===== config.mk =====
export PLATFORM = sky130hd
export DESIGN_NAME = rgb_to_hsv_converter_core
export DESIGN_NICKNAME = d
export VERILOG_FILES = /design/src/rhsv_pkg.sv /design/src/rhsv_front.sv /design/src/rhsv_div.sv /design/src/rgb_to_hsv_converter_core.sv
export SDC_FILE = /design/constraint.sdc
export NUM_CORES = 2
export LEC_CHECK = 0
export BUFFER_PORTS_ARGS = -buffer_cell sky130_fd_sc_hd__buf_4
export CAP_MARGIN = 20
export CORE_UTILIZATION = 66
export CTS_CLUSTER_DIAMETER = 60
export DETAILED_ROUTE_END_ITERATION = 12
export GPL_TIMING_DRIVEN = 0
export PLACE_DENSITY = 0.88
export SLEW_MARGIN = 20
export SYNTH_ARGS = -nofsm -noshare
export SYNTH_HDL_FRONTEND = slang
export SYNTH_SLANG_ARGS = --single-unit
export TNS_END_PERCENT = 100

===== constraint.sdc =====
create_clock -name i_clk -period 111 [get_ports i_clk]
set_input_delay 0 -clock i_clk [delete_from_list [all_inputs] [get_ports i_clk]]
set_output_delay 0 -clock i_clk [all_outputs]
set_load 0.05 [all_outputs]

===== src/rhsv_pkg.sv =====
// Shared widths, payload types and the divider step for the RGB to HSV core.
package rhsv_pkg;

    localparam int CHANNEL_BITS = 16;
    // hue numerator t lies below 6 * full scale, so three extra bits
    localparam int T_W   = CHANNEL_BITS + 3;
    localparam int DEN_W = T_W;
    localparam int NUM_W = T_W + CHANNEL_BITS;
    localparam int Q_W   = CHANNEL_BITS;

    typedef struct packed {
        logic [CHANNEL_BITS-1:0] red;
        logic [CHANNEL_BITS-1:0] green;
        logic [CHANNEL_BITS-1:0] blue;
    } t_rgb;

    typedef struct packed {
        logic [CHANNEL_BITS-1:0] hue;
        logic [CHANNEL_BITS-1:0] saturation;
        logic [CHANNEL_BITS-1:0] brightness;
    } t_hsv;

    // Operands handed from the front end to the divider lanes
    typedef struct packed {
        logic [NUM_W-1:0]        hue_num;
        logic [DEN_W-1:0]        hue_den;
        logic [NUM_W-1:0]        sat_num;
        logic [DEN_W-1:0]        sat_den;
        logic [CHANNEL_BITS-1:0] value;
        logic                    gray;
    } t_div_in;

    // One restoring step: shift in a numerator bit, subtract if it fits.
    // Returns {quotient bit, new remainder}; remainder stays below den.
    function automatic logic [DEN_W:0] div_step(
        input logic [DEN_W-1:0] rem,
        input logic             nb,
        input logic [DEN_W-1:0] den
    );
        logic [DEN_W:0] s;
        logic [DEN_W:0] d;
        logic [DEN_W:0] diff;
        s    = {rem, nb};
        d    = {1'b0, den};
        diff = s - d;
        if (s >= d) begin
            return {1'b1, diff[DEN_W-1:0]};
        end
        return {1'b0, s[DEN_W-1:0]};
    endfunction

endpackage


===== src/rhsv_front.sv =====
// Front end: max/min, chroma, hue sector and the two division operands.
module rhsv_front (
    input  logic              i_clk,
    input  logic              i_rst_n,
    input  logic              i_en,
    input  logic              i_valid,
    input  rhsv_pkg::t_rgb    i_pix,
    output logic              o_valid,
    output rhsv_pkg::t_div_in o_div
);
    import rhsv_pkg::*;

    typedef enum logic [1:0] {
        SEC_RED,
        SEC_GREEN,
        SEC_BLUE
    } t_sector;

    localparam int W = CHANNEL_BITS;

    logic [4:0] r_vld;

    // stage 1
    t_rgb           r_s1_pix;
    logic [W-1:0]   r_s1_max, r_s1_min;
    logic [W-1:0]   n_s1_max, n_s1_min, s_mx_rg, s_mn_rg;
    // stage 2
    logic [W-1:0]   r_s2_max, r_s2_c, n_s2_c;
    logic [W:0]     r_s2_d, n_s2_d;
    t_sector        r_s2_sec, n_s2_sec;
    // stage 3
    logic [W-1:0]   r_s3_max, r_s3_c;
    logic [T_W:0]   r_s3_t0, n_s3_t0;
    logic [T_W-1:0] r_s3_c6, n_s3_c6, s_c_ext, s_base;
    // stage 4
    logic [W-1:0]   r_s4_max, r_s4_c;
    logic [T_W-1:0] r_s4_t, r_s4_c6, n_s4_t;
    logic [T_W:0]   s_wrap;
    // stage 5
    t_div_in        r_s5, n_s5;
    logic [2*W-1:0] s_sat_num;

    always_comb begin
        s_mx_rg  = (i_pix.green > i_pix.red) ? i_pix.green : i_pix.red;
        n_s1_max = (i_pix.blue > s_mx_rg) ? i_pix.blue : s_mx_rg;
        s_mn_rg  = (i_pix.green < i_pix.red) ? i_pix.green : i_pix.red;
        n_s1_min = (i_pix.blue < s_mn_rg) ? i_pix.blue : s_mn_rg;
    end

    always_comb begin
        n_s2_c = r_s1_max - r_s1_min;
        if (r_s1_pix.red == r_s1_max) begin
            n_s2_sec = SEC_RED;
            n_s2_d   = {1'b0, r_s1_pix.green} - {1'b0, r_s1_pix.blue};
        end else if (r_s1_pix.green == r_s1_max) begin
            n_s2_sec = SEC_GREEN;
            n_s2_d   = {1'b0, r_s1_pix.blue} - {1'b0, r_s1_pix.red};
        end else begin
            n_s2_sec = SEC_BLUE;
            n_s2_d   = {1'b0, r_s1_pix.red} - {1'b0, r_s1_pix.green};
        end
    end

    always_comb begin
        s_c_ext = T_W'(r_s2_c);
        unique case (r_s2_sec)
            SEC_RED:   s_base = '0;
            SEC_GREEN: s_base = s_c_ext << 1;
            SEC_BLUE:  s_base = s_c_ext << 2;
            default:   s_base = '0;
        endcase
        // signed sum; the diff is sign extended into the wider word
        n_s3_t0 = {1'b0, s_base} + {{(T_W-W){r_s2_d[W]}}, r_s2_d};
        n_s3_c6 = (s_c_ext << 2) + (s_c_ext << 1);
    end

    always_comb begin
        s_wrap = r_s3_t0 + {1'b0, r_s3_c6};
        n_s4_t = r_s3_t0[T_W] ? s_wrap[T_W-1:0] : r_s3_t0[T_W-1:0];
    end

    always_comb begin
        // x * full scale as (x << W) - x
        s_sat_num       = {r_s4_c, {W{1'b0}}} - (2*W)'(r_s4_c);
        n_s5.hue_num    = {r_s4_t, {W{1'b0}}} - NUM_W'(r_s4_t);
        n_s5.hue_den    = r_s4_c6;
        n_s5.sat_num    = NUM_W'(s_sat_num);
        n_s5.sat_den    = DEN_W'(r_s4_max);
        n_s5.value      = r_s4_max;
        n_s5.gray       = (r_s4_c == '0);
    end

    always_ff @(posedge i_clk) begin
        if (!i_rst_n) begin
            r_vld <= '0;
        end else if (i_en) begin
            r_vld <= {r_vld[3:0], i_valid};
        end
    end

    always_ff @(posedge i_clk) begin
        if (i_en) begin
            r_s1_pix <= i_pix;
            r_s1_max <= n_s1_max;
            r_s1_min <= n_s1_min;
            r_s2_max <= r_s1_max;
            r_s2_c   <= n_s2_c;
            r_s2_d   <= n_s2_d;
            r_s2_sec <= n_s2_sec;
            r_s3_max <= r_s2_max;
            r_s3_c   <= r_s2_c;
            r_s3_t0  <= n_s3_t0;
            r_s3_c6  <= n_s3_c6;
            r_s4_max <= r_s3_max;
            r_s4_c   <= r_s3_c;
            r_s4_t   <= n_s4_t;
            r_s4_c6  <= r_s3_c6;
            r_s5     <= n_s5;
        end
    end

    assign o_valid = r_vld[4];
    assign o_div   = r_s5;

`ifndef SYNTHESIS
    a_hue_num_range: assert property (@(posedge i_clk) disable iff (!i_rst_n)
        (r_vld[3] && r_s4_c != '0) |-> (r_s4_t < r_s4_c6))
        else $error("hue numerator not below six times chroma");
`endif

endmodule


===== src/rhsv_div.sv =====
// Two-lane pipelined restoring divider, one quotient bit per stage.
module rhsv_div (
    input  logic              i_clk,
    input  logic              i_rst_n,
    input  logic              i_en,
    input  logic              i_valid,
    input  rhsv_pkg::t_div_in i_div,
    output logic              o_valid,
    output rhsv_pkg::t_hsv    o_hsv
);
    import rhsv_pkg::*;

    localparam int W = CHANNEL_BITS;

    typedef struct packed {
        logic [DEN_W-1:0] rem_h;
        logic [DEN_W-1:0] den_h;
        logic [W-1:0]     low_h;
        logic [W-1:0]     q_h;
        logic [DEN_W-1:0] rem_s;
        logic [DEN_W-1:0] den_s;
        logic [W-1:0]     low_s;
        logic [W-1:0]     q_s;
        logic [W-1:0]     value;
        logic             gray;
    } t_div_st;

    logic [Q_W-1:0] r_vld;
    t_div_st        r_st  [Q_W];
    t_div_st        n_st  [Q_W];
    t_div_st        s_src [Q_W];

    always_comb begin
        // upper numerator bits are already below the divisor
        s_src[0].rem_h = i_div.hue_num[NUM_W-1:W];
        s_src[0].den_h = i_div.hue_den;
        s_src[0].low_h = i_div.hue_num[W-1:0];
        s_src[0].q_h   = '0;
        s_src[0].rem_s = i_div.sat_num[NUM_W-1:W];
        s_src[0].den_s = i_div.sat_den;
        s_src[0].low_s = i_div.sat_num[W-1:0];
        s_src[0].q_s   = '0;
        s_src[0].value = i_div.value;
        s_src[0].gray  = i_div.gray;
        for (int k = 1; k < Q_W; k++) begin
            s_src[k] = r_st[k-1];
        end
    end

    always_comb begin
        logic [DEN_W:0] sh;
        logic [DEN_W:0] ss;
        for (int k = 0; k < Q_W; k++) begin
            sh = div_step(s_src[k].rem_h, s_src[k].low_h[W-1], s_src[k].den_h);
            ss = div_step(s_src[k].rem_s, s_src[k].low_s[W-1], s_src[k].den_s);
            n_st[k]       = s_src[k];
            n_st[k].rem_h = sh[DEN_W-1:0];
            n_st[k].q_h   = {s_src[k].q_h[W-2:0], sh[DEN_W]};
            n_st[k].low_h = {s_src[k].low_h[W-2:0], 1'b0};
            n_st[k].rem_s = ss[DEN_W-1:0];
            n_st[k].q_s   = {s_src[k].q_s[W-2:0], ss[DEN_W]};
            n_st[k].low_s = {s_src[k].low_s[W-2:0], 1'b0};
        end
    end

    always_ff @(posedge i_clk) begin
        if (!i_rst_n) begin
            r_vld <= '0;
        end else if (i_en) begin
            r_vld <= {r_vld[Q_W-2:0], i_valid};
        end
    end

    always_ff @(posedge i_clk) begin
        if (i_en) begin
            for (int k = 0; k < Q_W; k++) begin
                r_st[k] <= n_st[k];
            end
        end
    end

    // gray pixels divide by zero; their quotients are dropped here
    assign o_valid          = r_vld[Q_W-1];
    assign o_hsv.hue        = r_st[Q_W-1].gray ? '0 : r_st[Q_W-1].q_h;
    assign o_hsv.saturation = r_st[Q_W-1].gray ? '0 : r_st[Q_W-1].q_s;
    assign o_hsv.brightness = r_st[Q_W-1].value;

`ifndef SYNTHESIS
    a_stall_holds: assert property (@(posedge i_clk) disable iff (!i_rst_n)
        !i_en |=> $stable(r_vld))
        else $error("divider valid bits moved during stall");
`endif

endmodule


===== src/rgb_to_hsv_converter_core.sv =====
// Top level of the RGB to HSV converter: front end, divider and output register.
//
// Usage:
//   Input channel: i_valid / o_ready with one RGB pixel on i_pixel per beat.
//   Output channel: o_valid / i_ready with hue, saturation and brightness on
//   o_hsv per beat. Every input beat yields exactly one output beat, in order.
//   Throughput is one pixel per clock: the pipeline takes a beat in every
//   cycle in which the output register is empty or is being taken.
//   From the accepting edge to o_valid a pixel passes through five front-end
//   stages (max/min, chroma and sector, hue offset, wrap, operands), sixteen
//   divider stages (one quotient bit each for the hue and saturation lanes)
//   and the output register.
//   When the receiver holds i_ready low with a result waiting, the whole
//   pipeline freezes and o_ready drops in the same cycle; nothing is lost or
//   repeated, and bubbles in flight stay in place.
//   Synchronous active-low reset empties every stage; no result is pending
//   after reset and the block is ready at once.
module rgb_to_hsv_converter_core (
    input  logic           i_clk,
    input  logic           i_rst_n,
    input  logic           i_valid,
    output logic           o_ready,
    input  rhsv_pkg::t_rgb i_pixel,
    output logic           o_valid,
    input  logic           i_ready,
    output rhsv_pkg::t_hsv o_hsv
);
    import rhsv_pkg::*;

    logic    s_en;
    logic    s_f_vld;
    t_div_in s_f_div;
    logic    s_d_vld;
    t_hsv    s_d_hsv;
    logic    r_out_valid;
    t_hsv    r_out;

    assign s_en    = !r_out_valid || i_ready;
    assign o_ready = s_en;

    rhsv_front u_front (
        .i_clk   (i_clk),
        .i_rst_n (i_rst_n),
        .i_en    (s_en),
        .i_valid (i_valid),
        .i_pix   (i_pixel),
        .o_valid (s_f_vld),
        .o_div   (s_f_div)
    );

    rhsv_div u_div (
        .i_clk   (i_clk),
        .i_rst_n (i_rst_n),
        .i_en    (s_en),
        .i_valid (s_f_vld),
        .i_div   (s_f_div),
        .o_valid (s_d_vld),
        .o_hsv   (s_d_hsv)
    );

    always_ff @(posedge i_clk) begin
        if (!i_rst_n) begin
            r_out_valid <= 1'b0;
        end else if (s_en) begin
            r_out_valid <= s_d_vld;
        end
    end

    always_ff @(posedge i_clk) begin
        if (s_en) begin
            r_out <= s_d_hsv;
        end
    end

    assign o_valid = r_out_valid;
    assign o_hsv   = r_out;

`ifndef SYNTHESIS
    a_hue_below_turn: assert property (@(posedge i_clk) disable iff (!i_rst_n)
        o_valid |-> (o_hsv.hue != {CHANNEL_BITS{1'b1}}))
        else $error("hue reached a full turn");
    a_hue_needs_sat: assert property (@(posedge i_clk) disable iff (!i_rst_n)
        (o_valid && o_hsv.hue != '0) |-> (o_hsv.saturation != '0))
        else $error("nonzero hue on a gray pixel");
    a_sat_needs_value: assert property (@(posedge i_clk) disable iff (!i_rst_n)
        (o_valid && o_hsv.saturation != '0) |-> (o_hsv.brightness != '0))
        else $error("saturation without brightness");
`endif

endmodule


==> out/results.ini <==
[sta]
slew_viol_final=0
fmax_mhz=178
maxSlewHeadroom=0.196
rsz0062_at_grt=false
period_share=0.0507
tightest_slew_ps=1200
fin_crit_ps=5630
finClkSkew_ps=48.4
setup_viol=0
fin_tns_setup_ps=0
hold_violations=0

[logic_synthesis]
synthTopCellsByArea=edfxtp_1, ha_1, inv_1
ys_seq_area_frac=0.599
yosys.area.top_type_share=0.595
synthSimpleGateAreaFrac=0.0858
synth.mux.area_fraction=0.0282
synth_adder_area_share=0.0945
synth_xor_area_frac=0.0507
synthArstFlopShare=0
synth-seq-cells=2047
syn_inst=8182
synth_largest_area_cell=edfxtp_1
ys.flop_type=edfxtp_1
synth_cell_types=91
syn_area_um2=102000
synth_top_family_by_area=compound AO/OA/AOI/OAI gates
synth_edf_count=2025
synth_fp_nets=8984
synth_warnings=0
avgSynthCellArea_um2=12.5
synth_compound_area_frac=0.107

[floorplan]
rows=144
initial_core_util=0.665
die_h_um=396
chipWidth_um=396
io_pins=102
die_area_um2=157000
core_area_um2=154000

[worst_hold_path]
worst_hold_path.endpoint=u_div.r_vld[15]$_SDFFE_PN0P_
min_path_cells=5
min_from=i_ready
worstHoldPathType=in -> reg

[clocking]
ctsLongestPathBuffers=3
post_cts_resized=0
hold_buffers=103
worstSkewPairLatency_ps=850
clockRootBuffer=clkbuf_16
htree_levels=4
numCtsBuffers=202
cts_tree=done
post_cts_buffers=0
path_clk_slew_ps=60
cts.sinks=2047

[grt]
grt_overflow_total=0
first_global_vias=67900
antenna_found_initial=4
track_usage=0.275
grt_max_degree=62
grt_pass1_wl_um=343000

[detailed_routing]
wire_per_inst_um=20.0
avgViaCountPerCell=6.05
detail-route-antenna-nets=0
remaining_drc_errors=0
first_iter_violations=4972
vias=65600
routed_wirelength_um=217000
first_pass_iters=8

[critical_path]
regToRegSetupSlack_ps=106260
cp_data_arrival_time_ps=6150
ff2ff_path_depth=13
worstPathRequired_ps=111530
cp_max_fo=10
reg2reg_to=u_div.r_st[1][1004]$_DFFE_PP_
r2r-start=o_valid$_SDFFE_PN0P_
cp-end-kind=flop
cp-start-kind=primary input
path_class=in -> reg

[layout]
drive_gt1_frac=0.0817
final_common_cell=edfxtp_1
layout.nets=9433
area_delta_synth_final_pct=11.9
layout_common_cells=edfxtp_1, inv_1, ha_1

[run_status]
status=finished, final reports clean

[placed_design]
place_congestion=0.980
detailed_place_hpwl_um=150000
io_buffers=101

[job]
max_cap_viol_count=0

==> worst max-delay path by stage <==
stage | startpoint | to | slack, ps | cells after the start
5_1_grt | i_pixel[33] | u_front.r_s1_max[7]$_DFFE_PP_ | 105170 | 25
3_5_place_dp | i_pixel[33] | u_front.r_s1_max[8]$_DFFE_PP_ | 105260 | 24
2_1_floorplan | o_valid$_SDFFE_PN0P_ | o_hsv[0]$_DFFE_PP_ | 51940 | 3
3_3_place_gp | o_valid$_SDFFE_PN0P_ | o_ready | 33440 | 4
6_report | i_pixel[33] | u_front.r_s1_max[9]$_DFFE_PP_ | 105370 | 25
4_1_cts | i_pixel[33] | u_front.r_s1_max[9]$_DFFE_PP_ | 105580 | 25
==> routing by layer <==
metal	vias up	GRT usage	part of all wire
met5	-	0	0
met4	0	0.183	0.069
met3	869	0.0366	0.045
met2	2478	0.519	0.53
met1	31300	0.281	0.35
li1	31000	-	-
==> cell families after synthesis <==
| family | Yosys count |
|---|---|
| AO/OA/AOI/OAI | 1762 |
| AND/OR/NAND/NOR | 1815 |
| multiplexers | 266 |
| XOR/XNOR | 592 |
| flip-flops | 2047 |
| buffers and inverters | 950 |
| adder cells (fa/ha/maj) | 750 |
==> final cells by class <==
type / count / area [um^2]
antenna: 4 / 10.0
buffer: 120 / 483
clock buffer: 243 / 5250
clock inverter: 127 / 1530
fill: 8982 / 39500
inverter: 830 / 3120
multi-input combinational: 5185 / 37400
sequential: 2047 / 61200
tap: 2044 / 2560
timing repair buffer: 245 / 2780
==> synth_stat cells (all sizes together) (91+ instances only) <==
master and instances:
xnor2 344, nor2b 149, ha 713, a21o 168, nand3 106, edfxtp 2025
mux2i 91, nand2 508, clkbuf 99, o21ai 516, inv 830, o21a 95
nor2 469, mux2 175, nor3 162, nand2b 100, xor2 248, a21oi 509
==> registers in the layout (all words and copies together), names as in the netlist <==
| signal | cells |
|---|---|
| u_front.r_s4_c | 16 |
| u_front.r_s4_t | 19 |
| u_front.r_s1_min | 16 |
| u_front.r_s2_sec | 2 |
| u_front.r_s2_max | 16 |
| o_hsv | 48 |
| u_div.r_st | 1608 |
| u_front.r_s4_c6 | 17 |
| u_front.r_s3_max | 16 |
| u_front.r_s3_t0 | 20 |
| u_front.r_s3_c | 16 |
| u_front.r_s2_c | 16 |
| u_front.r_s1_max | 16 |
| u_front.r_s4_max | 16 |
| u_front.r_s1_pix | 48 |
| u_front.o_div | 101 |
| o_valid | 1 |
| u_front.r_vld | 5 |
| u_front.r_s2_d | 17 |
| u_div.r_vld | 16 |
| u_front.r_s3_c6 | 17 |
==> metrics by stage <==
| step | hold slack [ps] | cell area [um^2] | setup slack, ps | instances | util |
|---|---|---|---|---|---|
| after CTS | 12.4 | 114000 | 105580 | 10800 | 0.743 |
| after global routing | 118 | 114000 | 105170 | 10800 | 0.743 |
| after detailed placement | 217 | 107000 | 105260 | 10400 | 0.693 |
| after global placement | 219 | 106000 | 33440 | 10300 | 0.686 |
| after floorplan | 98.9 | 102000 | 51940 | 8182 | - |
| final | 113 | 114000 | 105370 | 10800 | 0.743 |
==> worst max-delay path, cell delays in order <==
cell           delay [ps]
dlygate4sd3_1         550
buf_4                 190
inv_1                  60
ha_1                  280
nor2b_1               140
o21a_1                110
o21ai_0                80
a2111oi_0             540
a211oi_1               70
buf_2                 250
nor2_2                550
buf_2                 470
mux2i_1               180
ha_1                  310
nor2b_1               110
o21ai_0                80
nand2b_1               90
a21oi_1                60
o21ai_0               240
nand3_1               110
a21oi_1               150
o32a_1                170
clkbuf_1              410
buf_1                 720
mux2i_1               210
Power is left out: the tool's default activity adds up to more than one toggle a clock period on the data nets, which glitch-free logic cannot reach.
